==> config.mk <==
export PLATFORM = sky130hd
export DESIGN_NAME = utf16_to_utf8_encoder_unit
export DESIGN_NICKNAME = d
export VERILOG_FILES = /design/src/hdl/u2u8_pkg.sv /design/src/hdl/u2u8_front.sv /design/src/hdl/u2u8_queue.sv /design/src/hdl/u2u8_back.sv /design/src/hdl/utf16_to_utf8_encoder_unit.sv
export SDC_FILE = /design/constraint.sdc
export NUM_CORES = 1
export LEC_CHECK = 0
export ABC_AREA = 1
export BUFFER_PORTS_ARGS = -buffer_cell sky130_fd_sc_hd__buf_4
export CAP_MARGIN = 20
export CORE_ASPECT_RATIO = 0.75
export CORE_MARGIN = 5
export CORE_UTILIZATION = 25
export DETAILED_ROUTE_END_ITERATION = 12
export PLACE_DENSITY_LB_ADDON = 0.25
export SYNTH_ARGS = -nofsm -noshare
export SYNTH_HDL_FRONTEND = slang
export SYNTH_SLANG_ARGS = --single-unit
export TNS_END_PERCENT = 50
==> constraint.sdc <==
create_clock -name aclk -period 4.1 [get_ports aclk]
set_input_delay 0.82 -clock aclk [delete_from_list [all_inputs] [get_ports aclk]]
set_output_delay 0.82 -clock aclk [all_outputs]
set_load 0.03 [all_outputs]
==> src/hdl/u2u8_pkg.sv <==
// Shared types and constants of the UTF-16 to UTF-8 encoder.
`default_nettype none

package u2u8_pkg;

    localparam int UNIT_W      = 16;
    localparam int BYTE_W      = 8;
    localparam int JOB_BYTES   = 6;
    localparam int COUNT_W     = 3;
    localparam int QUEUE_DEPTH = 2;

    // Top six bits of a code unit that mark a high or a low surrogate.
    localparam logic [5:0] SURR_HIGH_TAG = 6'b110110;
    localparam logic [5:0] SURR_LOW_TAG  = 6'b110111;

    // Supplementary code points start at this offset.
    localparam logic [20:0] SUPP_BASE = 21'h10000;

    // UTF-8 bytes of the replacement character U+FFFD.
    localparam logic [BYTE_W-1:0] REPL_BYTE0 = 8'hEF;
    localparam logic [BYTE_W-1:0] REPL_BYTE1 = 8'hBF;
    localparam logic [BYTE_W-1:0] REPL_BYTE2 = 8'hBD;
    localparam logic [COUNT_W-1:0] REPL_COUNT = 3'd3;

    // Work for the back end: the bytes of one item, lowest index sent first.
    typedef struct packed {
        logic [JOB_BYTES-1:0][BYTE_W-1:0] bytes;
        logic [COUNT_W-1:0]               count;
        logic                             eob;
    } job_t;

endpackage

`default_nettype wire

==> src/hdl/u2u8_front.sv <==
// Front end: accepts code units, tracks a pending high surrogate and builds byte jobs.
`default_nettype none

module u2u8_front (
    input  wire logic                            aclk,
    input  wire logic                            aresetn,
    input  wire logic                            s_tvalid,
    output logic                                 s_tready,
    input  wire logic [u2u8_pkg::UNIT_W-1:0]     s_tdata,   // [15:0] code_unit
    input  wire logic                            s_tlast,   // end_of_block
    input  wire logic                            q_full,
    output logic                                 q_push,
    output u2u8_pkg::job_t                       q_job
);

    logic [9:0]  held_bits_reg;
    logic [9:0]  held_bits_next;
    logic        pending_reg;
    logic        pending_next;

    logic        accept;
    logic        is_high;
    logic        is_low;
    logic [20:0] pair_cp;
    logic [3:0][u2u8_pkg::BYTE_W-1:0] main_bytes;
    logic [u2u8_pkg::COUNT_W-1:0]     main_count;
    logic        prefix_repl;

    assign s_tready = !q_full;
    assign accept   = s_tvalid && s_tready;
    assign is_high  = (s_tdata[15:10] == u2u8_pkg::SURR_HIGH_TAG);
    assign is_low   = (s_tdata[15:10] == u2u8_pkg::SURR_LOW_TAG);
    assign pair_cp  = {1'b0, held_bits_reg, s_tdata[9:0]} + u2u8_pkg::SUPP_BASE;

    // Bytes of the unit itself, or of the completed pair, or of U+FFFD for an orphan low.
    always_comb begin
        main_bytes = '0;
        main_count = '0;
        if (is_low) begin
            if (pending_reg) begin
                main_bytes[0] = {5'b11110, pair_cp[20:18]};
                main_bytes[1] = {2'b10, pair_cp[17:12]};
                main_bytes[2] = {2'b10, pair_cp[11:6]};
                main_bytes[3] = {2'b10, pair_cp[5:0]};
                main_count    = 3'd4;
            end else begin
                main_bytes[0] = u2u8_pkg::REPL_BYTE0;
                main_bytes[1] = u2u8_pkg::REPL_BYTE1;
                main_bytes[2] = u2u8_pkg::REPL_BYTE2;
                main_count    = u2u8_pkg::REPL_COUNT;
            end
        end else if (s_tdata[15:7] == 9'd0) begin
            main_bytes[0] = s_tdata[7:0];
            main_count    = 3'd1;
        end else if (s_tdata[15:11] == 5'd0) begin
            main_bytes[0] = {3'b110, s_tdata[10:6]};
            main_bytes[1] = {2'b10, s_tdata[5:0]};
            main_count    = 3'd2;
        end else begin
            main_bytes[0] = {4'b1110, s_tdata[15:12]};
            main_bytes[1] = {2'b10, s_tdata[11:6]};
            main_bytes[2] = {2'b10, s_tdata[5:0]};
            main_count    = 3'd3;
        end
    end

    // A BMP unit after an unpaired high surrogate is preceded by U+FFFD.
    assign prefix_repl = pending_reg && !is_low;

    always_comb begin
        q_job     = '0;
        q_job.eob = s_tlast;
        if (prefix_repl) begin
            q_job.bytes[0] = u2u8_pkg::REPL_BYTE0;
            q_job.bytes[1] = u2u8_pkg::REPL_BYTE1;
            q_job.bytes[2] = u2u8_pkg::REPL_BYTE2;
            q_job.bytes[3] = main_bytes[0];
            q_job.bytes[4] = main_bytes[1];
            q_job.bytes[5] = main_bytes[2];
            q_job.count    = u2u8_pkg::REPL_COUNT + main_count;
        end else begin
            q_job.bytes[0] = main_bytes[0];
            q_job.bytes[1] = main_bytes[1];
            q_job.bytes[2] = main_bytes[2];
            q_job.bytes[3] = main_bytes[3];
            q_job.count    = main_count;
        end
    end

    // A high surrogate is only stored; every other unit produces a job.
    assign q_push = accept && !is_high;

    always_comb begin
        held_bits_next = held_bits_reg;
        pending_next   = pending_reg;
        if (accept) begin
            pending_next = is_high;
            if (is_high) begin
                held_bits_next = s_tdata[9:0];
            end
        end
    end

    always_ff @(posedge aclk) begin
        if (!aresetn) begin
            held_bits_reg <= '0;
            pending_reg   <= 1'b0;
        end else begin
            held_bits_reg <= held_bits_next;
            pending_reg   <= pending_next;
        end
    end

endmodule

`default_nettype wire

==> src/hdl/u2u8_queue.sv <==
// Short queue of byte jobs between the front end and the back end.
`default_nettype none

module u2u8_queue (
    input  wire logic           aclk,
    input  wire logic           aresetn,
    input  wire logic           push,
    input  wire u2u8_pkg::job_t push_job,
    output logic                full,
    input  wire logic           pop,
    output logic                head_valid,
    output u2u8_pkg::job_t      head_job
);

    localparam int DEPTH = u2u8_pkg::QUEUE_DEPTH;
    localparam int PTR_W = (DEPTH > 1) ? $clog2(DEPTH) : 1;
    localparam int CNT_W = $clog2(DEPTH + 1);

    u2u8_pkg::job_t entry_reg [DEPTH];

    logic [PTR_W-1:0] wr_ptr_reg;
    logic [PTR_W-1:0] wr_ptr_next;
    logic [PTR_W-1:0] rd_ptr_reg;
    logic [PTR_W-1:0] rd_ptr_next;
    logic [CNT_W-1:0] count_reg;
    logic [CNT_W-1:0] count_next;
    logic             do_push;
    logic             do_pop;

    assign full       = (count_reg == CNT_W'(DEPTH));
    assign head_valid = (count_reg != '0);
    assign head_job   = entry_reg[rd_ptr_reg];
    assign do_push    = push && !full;
    assign do_pop     = pop && head_valid;

    always_comb begin
        wr_ptr_next = wr_ptr_reg;
        rd_ptr_next = rd_ptr_reg;
        count_next  = count_reg;
        if (do_push) begin
            wr_ptr_next = (wr_ptr_reg == PTR_W'(DEPTH - 1)) ? '0 : wr_ptr_reg + 1'b1;
        end
        if (do_pop) begin
            rd_ptr_next = (rd_ptr_reg == PTR_W'(DEPTH - 1)) ? '0 : rd_ptr_reg + 1'b1;
        end
        if (do_push && !do_pop) begin
            count_next = count_reg + 1'b1;
        end else if (do_pop && !do_push) begin
            count_next = count_reg - 1'b1;
        end
    end

    always_ff @(posedge aclk) begin
        if (!aresetn) begin
            wr_ptr_reg <= '0;
            rd_ptr_reg <= '0;
            count_reg  <= '0;
        end else begin
            wr_ptr_reg <= wr_ptr_next;
            rd_ptr_reg <= rd_ptr_next;
            count_reg  <= count_next;
        end
    end

    always_ff @(posedge aclk) begin
        if (do_push) begin
            entry_reg[wr_ptr_reg] <= push_job;
        end
    end

endmodule

`default_nettype wire

==> src/hdl/u2u8_back.sv <==
// Back end: an output register sends job bytes one per cycle when m_tready allows.
`default_nettype none

module u2u8_back (
    input  wire logic                          aclk,
    input  wire logic                          aresetn,
    input  wire logic                          q_valid,
    input  wire u2u8_pkg::job_t                q_job,
    output logic                               q_pop,
    output logic                               m_tvalid,
    input  wire logic                          m_tready,
    output logic [u2u8_pkg::BYTE_W-1:0]        m_tdata,   // [7:0] utf8_byte
    output logic                               m_tlast,   // last_of_run
    output logic                               m_tuser    // block_end
);

    u2u8_pkg::job_t               job_reg;
    u2u8_pkg::job_t               job_next;
    logic                         busy_reg;
    logic                         busy_next;
    logic [u2u8_pkg::COUNT_W-1:0] idx_reg;
    logic [u2u8_pkg::COUNT_W-1:0] idx_next;

    logic                         out_valid_reg;
    logic                         out_valid_next;
    logic [u2u8_pkg::BYTE_W-1:0]  out_byte_reg;
    logic [u2u8_pkg::BYTE_W-1:0]  out_byte_next;
    logic                         out_last_reg;
    logic                         out_last_next;
    logic                         out_eob_reg;
    logic                         out_eob_next;

    logic                         load;
    logic                         is_last;

    assign load    = !out_valid_reg || m_tready;
    assign is_last = (idx_reg == job_reg.count - 1'b1);
    // The next job is taken as soon as the current one hands over its final byte.
    assign q_pop   = q_valid && (!busy_reg || (load && is_last));

    always_comb begin
        job_next       = job_reg;
        busy_next      = busy_reg;
        idx_next       = idx_reg;
        out_valid_next = out_valid_reg;
        out_byte_next  = out_byte_reg;
        out_last_next  = out_last_reg;
        out_eob_next   = out_eob_reg;
        if (load) begin
            out_valid_next = busy_reg;
            out_byte_next  = job_reg.bytes[idx_reg];
            out_last_next  = is_last;
            out_eob_next   = is_last && job_reg.eob;
            if (busy_reg) begin
                idx_next = idx_reg + 1'b1;
                if (is_last) begin
                    busy_next = 1'b0;
                end
            end
        end
        if (q_pop) begin
            job_next  = q_job;
            busy_next = 1'b1;
            idx_next  = '0;
        end
    end

    always_ff @(posedge aclk) begin
        if (!aresetn) begin
            busy_reg      <= 1'b0;
            idx_reg       <= '0;
            out_valid_reg <= 1'b0;
        end else begin
            busy_reg      <= busy_next;
            idx_reg       <= idx_next;
            out_valid_reg <= out_valid_next;
        end
    end

    always_ff @(posedge aclk) begin
        job_reg      <= job_next;
        out_byte_reg <= out_byte_next;
        out_last_reg <= out_last_next;
        out_eob_reg  <= out_eob_next;
    end

    assign m_tvalid = out_valid_reg;
    assign m_tdata  = out_byte_reg;
    assign m_tlast  = out_last_reg;
    assign m_tuser  = out_eob_reg;

`ifndef SYNTH
    a_idx_in_job: assert property (@(posedge aclk) disable iff (!aresetn)
        busy_reg |-> (idx_reg < job_reg.count))
        else $error("byte index ran past the end of the job");

    a_job_nonempty: assert property (@(posedge aclk) disable iff (!aresetn)
        busy_reg |-> (job_reg.count != '0))
        else $error("back end holds a job without bytes");

    a_eob_only_last: assert property (@(posedge aclk) disable iff (!aresetn)
        (m_tvalid && m_tuser) |-> m_tlast)
        else $error("block end shown on a byte that is not the last of its item");
`endif

endmodule

`default_nettype wire

==> src/hdl/utf16_to_utf8_encoder_unit.sv <==
// Top level of the UTF-16 to UTF-8 encoder: front end, job queue and byte sender.
// The first byte of an item passes through the job queue, the job register and the output register
// before it appears on m_tdata. Throughput: one byte per cycle at the output while m_tready does not
// stall it; an item yields one to six bytes, and a high surrogate yields no byte.
// The byte sender's one-byte-per-cycle output register sets that rate.
// Reset: aresetn is synchronous and active low; it drops the pending surrogate and all queued items.
`default_nettype none

module utf16_to_utf8_encoder_unit (
    input  wire logic        aclk,
    input  wire logic        aresetn,
    input  wire logic        s_tvalid,
    output logic             s_tready,
    input  wire logic [15:0] s_tdata,   // [15:0] code_unit
    input  wire logic        s_tlast,   // end_of_block
    output logic             m_tvalid,
    input  wire logic        m_tready,
    output logic [7:0]       m_tdata,   // [7:0] utf8_byte
    output logic             m_tlast,   // last_of_run
    output logic             m_tuser    // block_end
);

    logic           q_full;
    logic           q_push;
    logic           q_pop;
    logic           q_valid;
    u2u8_pkg::job_t push_job;
    u2u8_pkg::job_t head_job;

    u2u8_front u_front (
        .aclk     (aclk),
        .aresetn  (aresetn),
        .s_tvalid (s_tvalid),
        .s_tready (s_tready),
        .s_tdata  (s_tdata),
        .s_tlast  (s_tlast),
        .q_full   (q_full),
        .q_push   (q_push),
        .q_job    (push_job)
    );

    u2u8_queue u_queue (
        .aclk       (aclk),
        .aresetn    (aresetn),
        .push       (q_push),
        .push_job   (push_job),
        .full       (q_full),
        .pop        (q_pop),
        .head_valid (q_valid),
        .head_job   (head_job)
    );

    u2u8_back u_back (
        .aclk     (aclk),
        .aresetn  (aresetn),
        .q_valid  (q_valid),
        .q_job    (head_job),
        .q_pop    (q_pop),
        .m_tvalid (m_tvalid),
        .m_tready (m_tready),
        .m_tdata  (m_tdata),
        .m_tlast  (m_tlast),
        .m_tuser  (m_tuser)
    );

endmodule

`default_nettype wire
==> flow_summary.ini, run 1 <==
[sta]
slew_violations = 0
worst_pin_slew_ns = 0.839
rsz0062_at_grt = false
max_freq_mhz = 328
setup_viol = 0
skew_ns = 0.0145
layout_min_cycle_time_ns = 3.05
slew_headroom_pct = 44.0
finalHoldViolCount = 0
fin_crit_sh_pct = 74.5
tns_ns = 0

[synthesis]
yosys.cell_types.count = 34
netlist_instances = 563
synth.avg_cell_area_sq_um = 12.7
synth_top_area_cell = edfxtp_1
synth.area.mux_share_pct = 7.54
ys_top_cells_by_area = edfxtp_1 65%, mux2_2 7.5%, dfxtp_1 5.6%
synth_flop_cell = edfxtp_1
yosys.area_share.simple_pct = 9.98
syn-num-nets = 588
yosys.area_share.adder_pct = 0.698
ys_warn_count = 0
synth_compound_area_share_pct = 6.79
synth_edf_count = 154
syn_area_sq_um = 7170
yosysSeqAreaShare_pct = 70.1
synth_top_family_by_area = simple AND/OR/NAND/NOR gates
synthXorXnorAreaFrac_pct = 0.611
synth.top_cell.area_share_pct = 64.5
async_reset_ff_share_pct = 0
ys_ff_latch = 174

[drt]
first_pass_iters = 5
via_per_inst = 4.38
via_count = 4366
wirelength_mm = 17.8
route.detailed.drc = 0
drt_iter0_markers = 382
ant_nets = 0
wl_per_cell_um = 17.9

[global_route]
grt.overflow.total = 0
grt_max_degree = 50
grt_usage_pct = 11.6
grt_pass1_wl_mm = 27.4
antenna_found_initial = 0
grt_pass1_vias = 4433

[die]
fp.dieH_um = 157
die_x_um = 206
pin_count = 33
fp-row-count = 53
core_area_sq_um = 28100
die-area_sq_um = 32200
initial_utilization_pct = 25.5

[critical_path]
cp.buffers_inverters = 3
critPathKind = reg -> reg
crit_chain = inv_1 > nand2_1 > nand2_1 > nor2_1 > nand3_1 > nand2_1 > nand2_2 > inv_2 > buf_4
worst_path_max_delay_cell = dfxtp_1
crit_fanout = 28
worstPathArrival_ns = 3.18
required_ns = 4.23
slowest_delay_ns = 0.72
cp_common_cell = nand2_1
regToRegSetupSlack_ns = 1.05
worstSetupStartpointType = flop
endpoint_kind = flop
crit_family = buffers and inverters

[cts]
clock_path_buffers = 2
root_buffer = clkbuf_16
clkSinkCount = 174
cts.hold.buffers_added = 0
cts_setup_buffers = 0
path_clk_slew_ns = 0.07
htreeDepth = 4
cts_tree = yes
cts-buffers-inserted = 17
clkLatencyLatePin_ns = 0.43
post_cts_resized = 0

[placed_design]
dp_hpwl_mm = 12.2
placed_cells = 964
numPortBuffers = 32
place_congestion = 0.884

[finish]
nNetsFinal = 623
stdcell_count = 996
largest_reg_flops = 96
diodes = 0
post_route_cells_drive_above_1_share_pct = 22.3
areaGrowthSynthToFinish_pct = 17.5
fill_cells = 2867

[power_and_ir_drop]
worst_ir_drop_vdd_mv = 0.356
leakage_nw = 3.00
p_per_area_nw_per_um2 = 676

[status]
run_status = completed

[run]
maxCapViolations = 0

[min_path]
hold_path.class = reg -> reg
[stage by stage]
step	cell area (sq um)	total power, mW	hold slack [ns]	setup WS [ns]	utilization [%]
after floorplan	7170	3.60	0.451	0.315	-
after global placement	7830	4.11	0.474	1.01	27.8
after detailed placement	7830	4.14	0.479	0.961	27.8
after CTS	8420	5.77	0.495	0.948	30.0
after global routing	8420	5.99	0.526	0.726	30.0
final	8420	5.69	0.494	1.05	30.0
[Yosys cell counts, types with 2 or more instances]
| cell type | count |
|---|---|
| o22ai_1 | 10 |
| buf_6 | 3 |
| dfxtp_1 | 20 |
| buf_2 | 14 |
| inv_2 | 5 |
| nand3_1 | 15 |
| nand2_2 | 5 |
| edfxtp_1 | 154 |
| and2_1 | 2 |
| o21ai_0 | 51 |
| a21oi_1 | 19 |
| o21ai_1 | 6 |
| nand4_1 | 2 |
| ha_1 | 4 |
| xor2_1 | 5 |
| clkbuf_1 | 2 |
| a22oi_1 | 3 |
| nor2_1 | 69 |
| mux2_2 | 48 |
| inv_1 | 42 |
| nand2_1 | 71 |
[final timing paths]
| path | depth (start not counted) | startpoint | end |
|---|---|---|---|
| setup reg to reg | 9 | u_back.idx_reg[1] | u_back.job_reg[25] |
| hold reg to reg | 2 | u_front.held_bits_reg[5] | u_front.held_bits_reg[5] |
| hold / removal | 2 | u_front.held_bits_reg[5] | u_front.held_bits_reg[5] |
| setup / recovery | 9 | u_back.idx_reg[1] | u_back.job_reg[25] |
[layout by cell type, fill, tap and decap left out, drive strengths merged]
cell type | synthesis | final
o22ai | 10 | 10
nor2 | 71 | 71
dfxtp | 20 | 20
a21oi | 19 | 19
o21ai | 57 | 57
o211ai | 1 | 1
inv | 47 | 50
edfxtp | 154 | 154
a22oi | 3 | 3
buf | 19 | 38
a211oi | 1 | 1
nand4 | 2 | 2
mux2 | 48 | 48
clkbuf | 3 | 18
bufinv | 0 | 2
clkinvlp | 0 | 1
and2 | 2 | 2
clkinv | 1 | 9
nand3 | 16 | 16
nor3 | 3 | 3
a31oi | 1 | 1
nand2 | 76 | 76
ha | 4 | 4
xor2 | 5 | 5
[routing by layer]
layer | GRT usage (%) | wire (um)
met1 | 17.8 | 9110
met3 | 2.38 | 1010
met4 | 4.05 | 187
met5 | 0 | 0
met2 | 16.0 | 7510
[kinds of logic (layout without fill, tap and decap cells)]
kind of cell | after synthesis | after routing
AND/OR/NAND/NOR | 170 | 170
multiplexers | 48 | 48
XOR/XNOR | 5 | 5
adder cells (fa/ha/maj) | 4 | 4
flip-flops | 174 | 174
AO/OA/AOI/OAI | 92 | 92
buffers and inverters | 70 | 118
[where the power goes]
| part | switching, mW | internal, mW | total [mW] |
|---|---|---|---|
| registers | 0.182 | 2.54 | 2.72 |
| logic | 0.888 | 0.455 | 1.34 |
| clock network | 0.704 | 0.924 | 1.63 |
[worst register-to-register path, stage by stage (launching register included)]
cell and delay [ns]:
dfxtp_1 0.72, inv_1 0.43, nand2_1 0.15, nand2_1 0.07
nor2_1 0.14, nand3_1 0.12, nand2_1 0.18, nand2_2 0.11
inv_2 0.49, buf_4 0.34
[layout make-up]
class / count / area (sq um) / area share [%]
Tap cell: 385 / 482 / 5.72
Clock inverter: 14 / 158 / 1.87
Sequential cell: 174 / 5030 / 59.7
Clock buffer: 18 / 439 / 5.21
Multi-Input combinational cell: 319 / 1850 / 22.0
Inverter: 48 / 180 / 2.14
Timing Repair Buffer: 38 / 285 / 3.39
Power figures use the tool's default switching activity.
==> run 2, diff against run 1 <==
clock period = 2.59 ns   (was 4.1 ns; I/O delays follow)
==> run 2 against run 1 <==
  * Power increased by 63%
  * Die area unchanged
  * Non-clock buffer count increased by 10
  * Critical endpoint is now u_queue.count_reg[1]
  * Critical path depth increased by 4
  * First-iteration DRC count increased by 28%
  * Clock skew decreased by 0.0036 ns
  * Utilization increased by 0.58 points
  * Maximum frequency increased by 38%
  * Sequential share of layout area decreased by 1.1 points
==> flow_summary.ini, run 2 (synthesized netlist as in run 1, its figures left out) <==
[status]
run_status = completed

[global_route]
met3_usage_pct = 3.25
grt_pass1_wl_mm = 26.8
top_usage_layer = met1
grtUsageMet2_pct = 15.8
grt.overflow.total = 0
grt_pass1_vias = 4372
use_met1_pct = 16.8
antenna_found_initial = 0
grt_max_degree = 51
grt_usage_pct = 11.2

[sta]
worst_hold_slack_ns = 0.274
slew_violations = 0
worst_pin_slew_ns = 0.571
skew_ns = 0.0109
fin_crit_sh_pct = 85.2
slew_headroom_pct = 61.8
max_freq_mhz = 453
rsz0062_at_grt = false
layout_min_cycle_time_ns = 2.21
tns_ns = 0
finalHoldViolCount = 0
setup_viol = 0

[finish]
final_cell_mix = 154 x edfxtp_1, 71 x nand2_1, 67 x nor2_1
stdcell_count = 1006
fill_cells = 2845
nNetsFinal = 633
diodes = 0
fin_area_sq_um = 8580
areaGrowthSynthToFinish_pct = 19.7
post_route_cells_drive_above_1_share_pct = 23.7
post-route-util_pct = 30.5
largest_reg_flops = 96
final_common_cell = edfxtp_1

[die]
die_x_um = 206
fp-row-count = 53
initial_utilization_pct = 25.5
die-area_sq_um = 32200
pin_count = 33
core_area_sq_um = 28100
fp.dieH_um = 157

[power_and_ir_drop]
internal_power_mw = 6.40
p_sw_mw = 2.86
pwr-share-comb_pct = 24.9
p_per_area_nw_per_um2 = 1080
leakage_nw = 3.07
pwr-share-seq_pct = 45.6
p_sw_share_pct = 30.9
worst_ir_drop_vdd_mv = 0.471
clkPwrFrac_pct = 29.4

[critical_path]
crit_fanout = 4
worstSetupStartpointType = flop
cp_common_cell = nand2_1
crit_chain = inv_1 > ha_1 > nand2_1 > nand2_1 > nor2_1 > nand3_1 > nand2_1 > nand2_2 > ha_1 > a21oi_1 > o21ai_0 > o21ai_0 > a21oi_1
critPathKind = reg -> reg
worst_path_max_delay_cell = edfxtp_1
crit_family = simple AND/OR/NAND/NOR gates
slowest_delay_ns = 0.39
cp.buffers_inverters = 1
rr_startpoint = u_back.job_reg[1]
critPathLaunch = u_back.job_reg[1]
worstPathArrival_ns = 2.53
endpoint_kind = flop
required_ns = 2.91

[placed_design]
placed_cells = 974
numPortBuffers = 32
placed_area_sq_um = 7960
place_congestion = 0.909
dp_hpwl_mm = 11.9

[drt]
wl_per_cell_um = 17.5
drt_iter0_markers = 489
route.detailed.drc = 0
via_per_inst = 4.34
ant_nets = 0
wirelength_mm = 17.6
via_count = 4368
first_pass_iters = 5

[cts]
clkSinkCount = 174
clock_path_buffers = 2
root_buffer = clkbuf_16
path_clk_slew_ns = 0.07
cts.hold.buffers_added = 0
cts_tree = yes
clkLatencyLatePin_ns = 0.43
cts_setup_buffers = 0
cts-buffers-inserted = 17
htreeDepth = 4
post_cts_resized = 0

[min_path]
hold_path.class = in -> reg
holdCritStartpoint = s_tlast

[run]
maxCapViolations = 0
## run 2: layout make-up
cell class | count | area (sq um) | share of cell area, %
sequential | 174 | 5030 | 58.5
multi-input combinational | 319 | 1850 | 21.6
tap | 385 | 482 | 5.61
clock buffer | 17 | 425 | 4.96
timing repair buffer | 48 | 423 | 4.93
clock inverter | 15 | 196 | 2.29
inverter | 48 | 180 | 2.10
## run 2: metrics by stage
step	total power, mW	setup WS [ns]
floorplan	5.70	-0.156
detailed placement	6.66	0.299
finish	9.26	0.384
global placement	6.63	0.331
CTS	9.38	0.385
global route	9.73	0.109
## run 2: worst reg2reg max path, cell delays in order (launching register included)
cell	delay [ns]
edfxtp_1	0.39
inv_1	0.09
ha_1	0.25
nand2_1	0.07
nand2_1	0.05
nor2_1	0.13
nand3_1	0.11
nand2_1	0.15
nand2_2	0.10
ha_1	0.33
a21oi_1	0.11
o21ai_0	0.12
o21ai_0	0.16
a21oi_1	0.05
## run 2: final timing paths
check                              to  slack (ns)  depth (start not counted)
max reg2reg      u_queue.count_reg[1]        0.38                         13
min reg2reg  u_front.held_bits_reg[3]        0.49                          2
max              u_queue.count_reg[1]        0.38                         13
min           u_queue.entry_reg[1][0]        0.27                          1
## run 2: metal layers
metal	wire, um	share of wire (%)
met5	0	0
met4	129	0.73
met2	7430	42
met3	1070	6.1
met1	9000	51
## run 2: power by group through the flow
stage          combinational [mW]  sequential, mW  clock, mW
2_1_floorplan                1.33            4.37          0
3_5_place_dp                 2.37            4.30          0
4_1_cts                      2.38            4.24       2.77
5_1_grt                      2.54            4.29       2.89
3_3_place_gp                 2.35            4.28          0
6_report                     2.31            4.23       2.73
